<file path="src/sv/lrp_pkg.sv">
package lrp_pkg;

	localparam int SAMPLE_W   = 20;
	localparam int RATE_W     = 18;
	localparam int PCM_W      = 16;
	localparam int IDX_W      = 8;
	localparam int MAX_RATIO  = 16;
	localparam int FRAC_W     = 16;
	localparam int FULL_SCALE = 65536;
	localparam int PCM_SCALE  = 32767;

	localparam int CNT_W     = $clog2(MAX_RATIO + 1);
	localparam int LIM_W     = RATE_W + CNT_W;
	localparam int ACC_W     = RATE_W + CNT_W + 1;
	localparam int SUM_W     = ACC_W + 1;
	localparam int DIV_CNT_W = $clog2(FRAC_W);
	localparam int DIFF_W    = SAMPLE_W + 1;
	localparam int PROD_W    = DIFF_W + FRAC_W + 1;
	localparam int V_W       = PROD_W - FRAC_W;
	localparam int CLAMP_W   = $clog2(FULL_SCALE) + 2;
	localparam int SC_W      = CLAMP_W + PCM_W;

	typedef logic signed [SAMPLE_W-1:0] sample_t;
	typedef logic signed [PCM_W-1:0]    pcm_t;
	typedef logic [RATE_W-1:0]          rate_t;
	typedef logic [IDX_W-1:0]           reg_idx_t;

	localparam reg_idx_t REG_IN_RATE  = reg_idx_t'(0);
	localparam reg_idx_t REG_OUT_RATE = reg_idx_t'(1);

	localparam rate_t IN_RATE_RST  = rate_t'(48000);
	localparam rate_t OUT_RATE_RST = rate_t'(16000);

	typedef enum logic [2:0] {
		ST_IDLE,
		ST_SCAN,
		ST_DIV,
		ST_MUL,
		ST_SCALE,
		ST_LOAD,
		ST_EMIT,
		ST_TAIL
	} state_t;

	typedef struct packed {
		logic load_item;
		logic div_start;
		logic div_step;
		logic mul;
		logic scale;
		logic load_out;
		logic advance;
		logic wrap;
		logic commit;
	} cmd_t;

	typedef struct packed {
		logic scan_go;
		logic tail_go;
		logic div_done;
		logic tail_mode;
	} sts_t;

endpackage

</file>
<file path="src/sv/lrp_in_if.sv">
interface lrp_in_if;
	logic             valid;
	logic             ready;
	lrp_pkg::sample_t sample;
	logic             last;

	modport source (output valid, output sample, output last, input ready);
	modport sink (input valid, input sample, input last, output ready);
endinterface

</file>
<file path="src/sv/lrp_out_if.sv">
interface lrp_out_if;
	logic          valid;
	logic          ready;
	lrp_pkg::pcm_t pcm;
	logic          run_end;

	modport source (output valid, output pcm, output run_end, input ready);
	modport sink (input valid, input pcm, input run_end, output ready);
endinterface

</file>
<file path="src/sv/lrp_cfg_if.sv">
interface lrp_cfg_if;
	logic              valid;
	logic              ready;
	lrp_pkg::reg_idx_t index;
	lrp_pkg::rate_t    data;

	modport source (output valid, output index, output data, input ready);
	modport sink (input valid, input index, input data, output ready);
endinterface

</file>
<file path="src/sv/linear_resampler_to_pcm16.sv">
// Linear interpolation sample rate converter with 16-bit PCM output. One input beat
// is taken at a time; it produces n interval results and, on a last beat, m tail
// results (each at most 16). Every interval result runs the bit-serial fraction
// divider, then multiply, scale, load and output, and a tail result skips the
// divider and multiply. Rate registers take effect from the next input beat.
module linear_resampler_to_pcm16 (
	input logic       clk,
	input logic       arst_n,
	lrp_in_if.sink    samples,
	lrp_out_if.source results,
	lrp_cfg_if.sink   cfg
);

	lrp_pkg::cmd_t cmd;
	lrp_pkg::sts_t sts;

	assign cfg.ready = 1'b1;

	lrp_ctrl u_ctrl (
		.clk       (clk),
		.arst_n    (arst_n),
		.in_valid  (samples.valid),
		.in_ready  (samples.ready),
		.out_valid (results.valid),
		.out_ready (results.ready),
		.sts       (sts),
		.cmd       (cmd)
	);

	lrp_datapath u_datapath (
		.clk       (clk),
		.arst_n    (arst_n),
		.cfg_valid (cfg.valid),
		.cfg_index (cfg.index),
		.cfg_data  (cfg.data),
		.sample    (samples.sample),
		.last      (samples.last),
		.cmd       (cmd),
		.sts       (sts),
		.pcm       (results.pcm),
		.run_end   (results.run_end)
	);

endmodule

</file>
<file path="src/sv/lrp_datapath.sv">
module lrp_datapath (
	input  logic              clk,
	input  logic              arst_n,
	input  logic              cfg_valid,
	input  lrp_pkg::reg_idx_t cfg_index,
	input  lrp_pkg::rate_t    cfg_data,
	input  lrp_pkg::sample_t  sample,
	input  logic              last,
	input  lrp_pkg::cmd_t     cmd,
	output lrp_pkg::sts_t     sts,
	output lrp_pkg::pcm_t     pcm,
	output logic              run_end
);

	lrp_pkg::rate_t   in_rate_q, out_rate_q;
	lrp_pkg::rate_t   ir_q, orr_q, phase_q;
	lrp_pkg::sample_t cur_q, prev_q;
	logic             last_q, have_prev_q, tail_q;
	logic [lrp_pkg::ACC_W-1:0]     acc_q;
	logic [lrp_pkg::CNT_W-1:0]     cnt_q;
	lrp_pkg::rate_t                rem_q;
	logic [lrp_pkg::FRAC_W-1:0]    quo_q;
	logic [lrp_pkg::DIV_CNT_W-1:0] dcnt_q;
	logic signed [lrp_pkg::PROD_W-1:0] prod_s1;
	logic signed [lrp_pkg::SC_W-1:0]   sc_s2;
	lrp_pkg::pcm_t    pcm_q;
	logic             run_end_q;

	// effective rates
	lrp_pkg::rate_t             ir_eff, or_raw, orr_eff;
	logic [lrp_pkg::LIM_W-1:0]  lim;

	always_comb begin
		ir_eff = (in_rate_q == '0) ? lrp_pkg::rate_t'(1) : in_rate_q;
		or_raw = (out_rate_q == '0) ? lrp_pkg::rate_t'(1) : out_rate_q;
		lim = lrp_pkg::LIM_W'(ir_eff) * lrp_pkg::LIM_W'(lrp_pkg::MAX_RATIO);
		orr_eff = (lrp_pkg::LIM_W'(or_raw) > lim) ? lrp_pkg::RATE_W'(lim) : or_raw;
	end

	// phase arithmetic and lookahead
	logic [lrp_pkg::SUM_W-1:0] acc_x, orr_x, ir_x, acc_nx, acc_nx2, wrap_nx;
	logic [lrp_pkg::ACC_W-1:0] acc_wrap;
	logic more_cnt, more_a, more_t, more_tail, run_end_nx;

	always_comb begin
		acc_x   = lrp_pkg::SUM_W'(acc_q);
		orr_x   = lrp_pkg::SUM_W'(orr_q);
		ir_x    = lrp_pkg::SUM_W'(ir_q);
		acc_nx  = acc_x + ir_x;
		acc_nx2 = acc_nx + ir_x;
		wrap_nx = (acc_nx >= orr_x) ? acc_nx - orr_x : '0;
		acc_wrap = (acc_x >= orr_x) ? lrp_pkg::ACC_W'(acc_x - orr_x) : '0;
		more_cnt  = cnt_q < lrp_pkg::CNT_W'(lrp_pkg::MAX_RATIO - 1);
		more_a    = (acc_nx < orr_x) && more_cnt;
		more_t    = last_q && ((wrap_nx + ir_x) <= orr_x);
		more_tail = (acc_nx2 <= orr_x) && more_cnt;
		run_end_nx = tail_q ? !more_tail : !(more_a || more_t);
	end

	assign sts.scan_go = have_prev_q && !tail_q && (acc_x < orr_x)
		&& (cnt_q < lrp_pkg::CNT_W'(lrp_pkg::MAX_RATIO));
	assign sts.tail_go = last_q && (acc_nx <= orr_x)
		&& (cnt_q < lrp_pkg::CNT_W'(lrp_pkg::MAX_RATIO));
	assign sts.div_done  = dcnt_q == lrp_pkg::DIV_CNT_W'(lrp_pkg::FRAC_W - 1);
	assign sts.tail_mode = tail_q;

	// restoring divider step
	logic [lrp_pkg::RATE_W:0] rem_sh;
	logic                     rem_ge;

	always_comb begin
		rem_sh = {rem_q, 1'b0};
		rem_ge = rem_sh >= {1'b0, orr_q};
	end

	// interpolation and scaling
	logic signed [lrp_pkg::DIFF_W-1:0]  diff;
	logic signed [lrp_pkg::V_W-1:0]     v;
	logic signed [lrp_pkg::CLAMP_W-1:0] vc;
	logic signed [lrp_pkg::SC_W-1:0]    sc_adj;
	logic signed [lrp_pkg::PCM_W-1:0]   k_scale;

	always_comb begin
		k_scale = lrp_pkg::PCM_W'(lrp_pkg::PCM_SCALE);
		diff = lrp_pkg::DIFF_W'(cur_q) - lrp_pkg::DIFF_W'(prev_q);
		if (tail_q) begin
			v = lrp_pkg::V_W'(cur_q);
		end else begin
			v = lrp_pkg::V_W'(prev_q) + lrp_pkg::V_W'(prod_s1 >>> lrp_pkg::FRAC_W);
		end
		if (v > lrp_pkg::V_W'(lrp_pkg::FULL_SCALE)) begin
			vc = lrp_pkg::CLAMP_W'(lrp_pkg::FULL_SCALE);
		end else if (v < lrp_pkg::V_W'(-lrp_pkg::FULL_SCALE)) begin
			vc = lrp_pkg::CLAMP_W'(-lrp_pkg::FULL_SCALE);
		end else begin
			vc = lrp_pkg::CLAMP_W'(v);
		end
		sc_adj = sc_s2[lrp_pkg::SC_W-1]
			? sc_s2 + lrp_pkg::SC_W'(lrp_pkg::FULL_SCALE - 1) : sc_s2;
	end

	always_ff @(posedge clk or negedge arst_n) begin
		if (!arst_n) begin
			in_rate_q   <= lrp_pkg::IN_RATE_RST;
			out_rate_q  <= lrp_pkg::OUT_RATE_RST;
			have_prev_q <= 1'b0;
			phase_q     <= '0;
			prev_q      <= '0;
			last_q      <= 1'b0;
			tail_q      <= 1'b0;
			cnt_q       <= '0;
			dcnt_q      <= '0;
		end else begin
			if (cfg_valid) begin
				unique case (cfg_index)
					lrp_pkg::REG_IN_RATE:  in_rate_q  <= cfg_data;
					lrp_pkg::REG_OUT_RATE: out_rate_q <= cfg_data;
					default: ;
				endcase
			end
			if (cmd.load_item) begin
				last_q <= last;
				tail_q <= 1'b0;
				cnt_q  <= '0;
			end
			if (cmd.div_start) begin
				dcnt_q <= '0;
			end
			if (cmd.div_step) begin
				dcnt_q <= dcnt_q + 1'b1;
			end
			if (cmd.advance) begin
				cnt_q <= cnt_q + 1'b1;
			end
			if (cmd.wrap) begin
				cnt_q  <= '0;
				tail_q <= 1'b1;
			end
			if (cmd.commit) begin
				if (last_q) begin
					have_prev_q <= 1'b0;
					phase_q     <= '0;
					prev_q      <= '0;
				end else begin
					have_prev_q <= 1'b1;
					phase_q     <= acc_q[lrp_pkg::RATE_W-1:0];
					prev_q      <= cur_q;
				end
			end
		end
	end

	always_ff @(posedge clk) begin
		if (cmd.load_item) begin
			cur_q <= sample;
			acc_q <= lrp_pkg::ACC_W'(phase_q);
			ir_q  <= ir_eff;
			orr_q <= orr_eff;
		end
		if (cmd.advance) begin
			acc_q <= lrp_pkg::ACC_W'(acc_nx);
		end
		if (cmd.wrap && have_prev_q) begin
			acc_q <= acc_wrap;
		end
		if (cmd.div_start) begin
			rem_q <= acc_q[lrp_pkg::RATE_W-1:0];
			quo_q <= '0;
		end
		if (cmd.div_step) begin
			rem_q <= rem_ge ? lrp_pkg::RATE_W'(rem_sh - {1'b0, orr_q})
				: lrp_pkg::RATE_W'(rem_sh);
			quo_q <= {quo_q[lrp_pkg::FRAC_W-2:0], rem_ge};
		end
		if (cmd.mul) begin
			prod_s1 <= diff * $signed({1'b0, quo_q});
		end
		if (cmd.scale) begin
			sc_s2 <= vc * k_scale;
		end
		if (cmd.load_out) begin
			pcm_q     <= lrp_pkg::PCM_W'(sc_adj >>> lrp_pkg::FRAC_W);
			run_end_q <= run_end_nx;
		end
	end

	assign pcm     = pcm_q;
	assign run_end = run_end_q;

	a_cnt_bound: assert property (@(posedge clk) disable iff (!arst_n)
		cnt_q <= lrp_pkg::CNT_W'(lrp_pkg::MAX_RATIO))
		else $error("result count past ratio limit");

	a_last_clears: assert property (@(posedge clk) disable iff (!arst_n)
		(cmd.commit && last_q) |=> (!have_prev_q && phase_q == '0))
		else $error("stream state not cleared after last beat");

endmodule

</file>
<file path="src/sv/lrp_ctrl.sv">
module lrp_ctrl (
	input  logic          clk,
	input  logic          arst_n,
	input  logic          in_valid,
	output logic          in_ready,
	output logic          out_valid,
	input  logic          out_ready,
	input  lrp_pkg::sts_t sts,
	output lrp_pkg::cmd_t cmd
);

	lrp_pkg::state_t state_q, state_d;

	always_ff @(posedge clk or negedge arst_n) begin
		if (!arst_n) begin
			state_q <= lrp_pkg::ST_IDLE;
		end else begin
			state_q <= state_d;
		end
	end

	always_comb begin
		state_d = state_q;
		unique case (state_q)
			lrp_pkg::ST_IDLE:  if (in_valid) state_d = lrp_pkg::ST_SCAN;
			lrp_pkg::ST_SCAN:  state_d = sts.scan_go ? lrp_pkg::ST_DIV : lrp_pkg::ST_TAIL;
			lrp_pkg::ST_DIV:   if (sts.div_done) state_d = lrp_pkg::ST_MUL;
			lrp_pkg::ST_MUL:   state_d = lrp_pkg::ST_SCALE;
			lrp_pkg::ST_SCALE: state_d = lrp_pkg::ST_LOAD;
			lrp_pkg::ST_LOAD:  state_d = lrp_pkg::ST_EMIT;
			lrp_pkg::ST_EMIT: begin
				if (out_ready) begin
					state_d = sts.tail_mode ? lrp_pkg::ST_TAIL : lrp_pkg::ST_SCAN;
				end
			end
			lrp_pkg::ST_TAIL:  state_d = sts.tail_go ? lrp_pkg::ST_SCALE : lrp_pkg::ST_IDLE;
			default:           state_d = lrp_pkg::ST_IDLE;
		endcase
	end

	always_comb begin
		cmd       = '0;
		in_ready  = 1'b0;
		out_valid = 1'b0;
		unique case (state_q)
			lrp_pkg::ST_IDLE: begin
				in_ready      = 1'b1;
				cmd.load_item = in_valid;
			end
			lrp_pkg::ST_SCAN: begin
				cmd.div_start = sts.scan_go;
				cmd.wrap      = !sts.scan_go;
			end
			lrp_pkg::ST_DIV:   cmd.div_step = 1'b1;
			lrp_pkg::ST_MUL:   cmd.mul      = 1'b1;
			lrp_pkg::ST_SCALE: cmd.scale    = 1'b1;
			lrp_pkg::ST_LOAD:  cmd.load_out = 1'b1;
			lrp_pkg::ST_EMIT: begin
				out_valid   = 1'b1;
				cmd.advance = out_ready;
			end
			lrp_pkg::ST_TAIL:  cmd.commit = !sts.tail_go;
			default: ;
		endcase
	end

	a_one_side: assert property (@(posedge clk) disable iff (!arst_n)
		!(in_ready && out_valid))
		else $error("input taken while a result is pending");

	a_div_to_mul: assert property (@(posedge clk) disable iff (!arst_n)
		(cmd.div_step && sts.div_done) |=> (state_q == lrp_pkg::ST_MUL))
		else $error("divider finish not followed by multiply");

endmodule

</file>
<file path="src/flat_wrapper.sv">
// flat-port wrapper written by rule: the top's interface ports become plain ports
module linear_resampler_to_pcm16_flat 
  (clk, arst_n, samples_valid, samples_sample, samples_last, samples_ready, results_valid, results_pcm, results_run_end, results_ready, cfg_valid, cfg_index, cfg_data, cfg_ready);
  lrp_in_if samples_i ();
  lrp_out_if results_i ();
  lrp_cfg_if cfg_i ();
  input logic clk;
  input logic arst_n;
  input wire logic [$bits(samples_i.valid)-1:0] samples_valid;
  input wire logic [$bits(samples_i.sample)-1:0] samples_sample;
  input wire logic [$bits(samples_i.last)-1:0] samples_last;
  output wire logic [$bits(samples_i.ready)-1:0] samples_ready;
  output wire logic [$bits(results_i.valid)-1:0] results_valid;
  output wire logic [$bits(results_i.pcm)-1:0] results_pcm;
  output wire logic [$bits(results_i.run_end)-1:0] results_run_end;
  input wire logic [$bits(results_i.ready)-1:0] results_ready;
  input wire logic [$bits(cfg_i.valid)-1:0] cfg_valid;
  input wire logic [$bits(cfg_i.index)-1:0] cfg_index;
  input wire logic [$bits(cfg_i.data)-1:0] cfg_data;
  output wire logic [$bits(cfg_i.ready)-1:0] cfg_ready;
  assign samples_i.valid = samples_valid;
  assign samples_i.sample = samples_sample;
  assign samples_i.last = samples_last;
  assign samples_ready = samples_i.ready;
  assign results_valid = results_i.valid;
  assign results_pcm = results_i.pcm;
  assign results_run_end = results_i.run_end;
  assign results_i.ready = results_ready;
  assign cfg_i.valid = cfg_valid;
  assign cfg_i.index = cfg_index;
  assign cfg_i.data = cfg_data;
  assign cfg_ready = cfg_i.ready;
  linear_resampler_to_pcm16 u_core (.clk(clk), .arst_n(arst_n), .samples(samples_i), .results(results_i), .cfg(cfg_i));
endmodule
</file>
<file path="config.mk">
export PLATFORM = sky130hd
export DESIGN_NAME = linear_resampler_to_pcm16_flat
export DESIGN_NICKNAME = d
export VERILOG_FILES = /design/src/sv/lrp_pkg.sv /design/src/sv/lrp_in_if.sv /design/src/sv/lrp_out_if.sv /design/src/sv/lrp_cfg_if.sv /design/src/sv/linear_resampler_to_pcm16.sv /design/src/sv/lrp_datapath.sv /design/src/sv/lrp_ctrl.sv /design/src/flat_wrapper.sv
export SDC_FILE = /design/constraint.sdc
export NUM_CORES = 2
export LEC_CHECK = 0
export BUFFER_PORTS_ARGS = -buffer_cell sky130_fd_sc_hd__buf_2
export CAP_MARGIN = 20
export CELL_PAD_IN_SITES_DETAIL_PLACEMENT = 0
export CELL_PAD_IN_SITES_GLOBAL_PLACEMENT = 1
export CORE_ASPECT_RATIO = 0.9
export CORE_MARGIN = 2
export CORE_UTILIZATION = 47
export DETAILED_ROUTE_END_ITERATION = 8
export PLACE_DENSITY_LB_ADDON = 0.1
export RECOVER_POWER = 25
export SETUP_SLACK_MARGIN = 0.02
export SLEW_MARGIN = 30
export SYNTH_ARGS = -nofsm -noshare
export SYNTH_HDL_FRONTEND = slang
export SYNTH_HIERARCHICAL = 1
export SYNTH_SLANG_ARGS = --single-unit
</file>
<file path="constraint.sdc">
create_clock -name clk -period 10.1 [get_ports clk]
set_input_delay 0.505 -clock clk [delete_from_list [all_inputs] [get_ports clk]]
set_output_delay 0.505 -clock clk [all_outputs]
set_load 0.01 [all_outputs]
</file>
==> run_results.csv <==
group,metric,value,unit
min_path,min_to,"u_core/u_datapath/cur_q[2]$_DFFE_PP_",
floorplanning,dieArea,0.0855,mm^2
routing,drt_iter0_drc,2063,
sta,slew_headroom,-48.1,%
min_path,hp-class,"input pin to flop",
worst_setup_path,rr_endpoint,"u_core/u_datapath/sc_s2[33]$_DFFE_PP_",
synth,synth_area,0.0391,mm^2
worst_setup_path,critPathCaptureType,"flop",
clocking,cts_max_path_buffers,3,
sta,hold_viol,0,
routing,firstDrtPassIters,6,
min_path,worstHoldStart,"samples_sample[2]",
worst_setup_path,crit_fanout,9,
flow_run,drv_cap,2,
sta,finClkSkew,37.0,ps
global_route,antenna_found_initial,0,
worst_setup_path,r2r_start,"u_core/u_datapath/prev_q[0]$_DFFE_PN0P_",
synth,synthTopCellsByArea,"fa_1 26%, edfxtp_1 14%, ha_1 12%",
placed_design,hpwlAfterDp,84400,um
final_layout,syn_to_final_growth,7.91,%
synth,synth_edf_count,186,
sta,drv_slew,62,
min_path,hold-path-cell-count,1,
worst_setup_path,cp_slowest_cell,"fa_2",
synth,synth_seq_cells,275,
worst_setup_path,r2r_cells,38,
sta,setup_viol,0,
worst_setup_path,reg2reg_setup_slack,540,ps
clocking,cts-root-buf,"clkbuf_16",
synth,synth_top_area_cell,"fa_1",
placed_design,place.gp.congestion,0.933,
synth,ys_seq_area_share,20.0,%
worst_setup_path,cp_common_cell,"fa_1",
synth,ys_warn_count,6,
floorplanning,core_area,0.0826,mm^2
floorplanning,start_util,47.3,%
clocking,clk_latency,580,ps
clocking,cts_max_level,2,
worst_setup_path,startpoint_type,"flop",
synth,async_flop_share,32.4,%
sta,clock.fmax,105,MHz
clocking,clock_sinks,275,
routing,ant_nets,1,
global_route,grt_max_degree,78,
final_layout,drive_gt1_share,7.32,%
global_route,grt_pass1_wl,168000,um
synth,synth_nets,5066,
routing,num_vias,28848,
clocking,cts_made_buffers,36,
worst_setup_path,arrival,9870,ps
outcome,violations,"antenna rules, capacitance limit, slew limit",
routing,drc,0,
synth,synthCells,4126,
floorplanning,die_w,308,um
floorplanning,die_y,278,um
clocking,clk_pin_slew,70,ps
worst_setup_path,worstPathRequired,10400,ps
floorplanning,num_rows,100,
global_route,overflow,0,
outcome,status,"finished with violations",
sta,fin_crit,9560,ps
synth,synthTopCellsByCount,"715 x inv_1, 512 x fa_1, 376 x ha_1",
synth,avgSynthCellArea,9.47,um^2
synth,synth_top_area_share,26.2,%
sta,tightest_slew,2220,ps
placed_design,numPortBuffers,70,
synth,synth.most_common_cell,"inv_1",
floorplanning,io_pins,72,
worst_setup_path,path_class,"flop to flop",
routing,drt-vias-per-instance,5.50,
global_route,grt_usage,25.1,%
synth,synthFlopType,"edfxtp_1",
routing,wl_per_cell,20.0,um
sta,period_share,94.7,%
final_layout,fin_nets,5083,
worst_setup_path,worst_path_largest_cell_delay,610,ps
clocking,cts_tree,"built",
routing,wirelength,105000,um
global_route,first_global_vias,28944,
synth,synth_cell_types,101,
final_layout,postLayoutCoreUtil,51.1,%
-- cell families (layout without fill, tap and decap cells) --
| logic type | Yosys count | after routing | synth area share [%] |
|---|---|---|---|
| fa+ha+maj | 888 | 888 | 38.3 |
| flops | 275 | 275 | 20.0 |
| simple gates | 1080 | 1080 | 14.2 |
| buf+inv | 885 | 928 | 8.58 |
| other cells | 1 | 6 | 0.00960 |
| mux | 47 | 47 | 1.34 |
| compound gates | 748 | 748 | 13.0 |
| xor+xnor | 202 | 202 | 4.59 |
-- stage by stage --
step           setup slack [ps]  instance area [um^2]  instances  TNS (ps)  hold slack, ps
2_1_floorplan               650                 39100       4126         0             209
3_3_place_gp                146                 40700       5166         0             470
3_5_place_dp                109                 40700       5167         0             462
4_1_cts                    31.3                 41900       5232         0            63.0
5_1_grt                   -5.33                 42200       5240     -5.33            70.5
6_report                    537                 42200       5245         0             107
-- registers in the layout, indices dropped and copies added (netlist names), 20 cells and up --
signal,cells
u_core/u_datapath/acc_q,24
u_core/u_datapath/cur_q,20
u_core/u_datapath/prev_q,20
u_core/u_datapath/prod_s1,22
u_core/u_datapath/sc_s2,33
-- cells in the final DEF (no fill, tap or decap), drive strengths merged, types with 123 or more instances in the layout --
master / instances
inv: 719
fa: 512
ha: 376
nand2: 303
edfxtp: 186
o21ai: 178
nor2: 168
a21oi: 156
and2: 137
xnor2: 130
buf: 123
-- layout make-up --
| cell class | instances | area, um^2 |
|---|---|---|
| fill | 7822 | 40400 |
| multi-input combinational | 2966 | 28100 |
| sequential | 275 | 7830 |
| inverter | 715 | 2680 |
| tap | 1071 | 1340 |
| clock buffer | 43 | 990 |
| timing repair buffer | 149 | 945 |
| clock inverter | 21 | 223 |
| antenna | 5 | 12.5 |
-- what timing repair did --
item	4_1_cts	5_1_grt
endpoints found under the hold margin	24	0
resized for setup	0	39
endpoints found under the setup margin	0	21
setup buffers	0	4
hold buffers	1	0
-- per-layer routing --
layer	GRT usage (%)	routed length (um)	vias to the layer above
met5	0	0	-
met4	4.24	1440	0
met3	3.90	5590	98
met2	37.8	45200	624
met1	38.5	52800	14293
li1	-	-	13833
-- worst max path at each step --
stage,slack [ps],cells past startpoint,start,end
6_report,540,38,u_core/u_datapath/prev_q[0]$_DFFE_PN0P_,u_core/u_datapath/sc_s2[33]$_DFFE_PP_
2_1_floorplan,650,35,u_core/u_datapath/prev_q[1]$_DFFE_PN0P_,u_core/u_datapath/sc_s2[33]$_DFFE_PP_
4_1_cts,30,38,u_core/u_datapath/prev_q[0]$_DFFE_PN0P_,u_core/u_datapath/sc_s2[33]$_DFFE_PP_
5_1_grt,-5,38,u_core/u_datapath/cur_q[0]$_DFFE_PP_,u_core/u_datapath/prod_s1[27]$_DFFE_PP_
3_3_place_gp,150,38,u_core/u_datapath/cur_q[0]$_DFFE_PP_,u_core/u_datapath/prod_s1[27]$_DFFE_PP_
3_5_place_dp,110,38,u_core/u_datapath/prev_q[0]$_DFFE_PN0P_,u_core/u_datapath/sc_s2[33]$_DFFE_PP_
-- critical path, delay by kind of cell (launching register included) --
family	cells	cell delay (ps)
XOR/XNOR	1	230
AND/OR/NAND/NOR	10	1430
adder cells (fa/ha/maj)	9	3990
flip-flops	1	380
buffers and inverters	7	750
AO/OA/AOI/OAI	11	2480
Power is left out: the tool's default activity adds up to more than one toggle a clock period on the data nets, which glitch-free logic cannot reach.
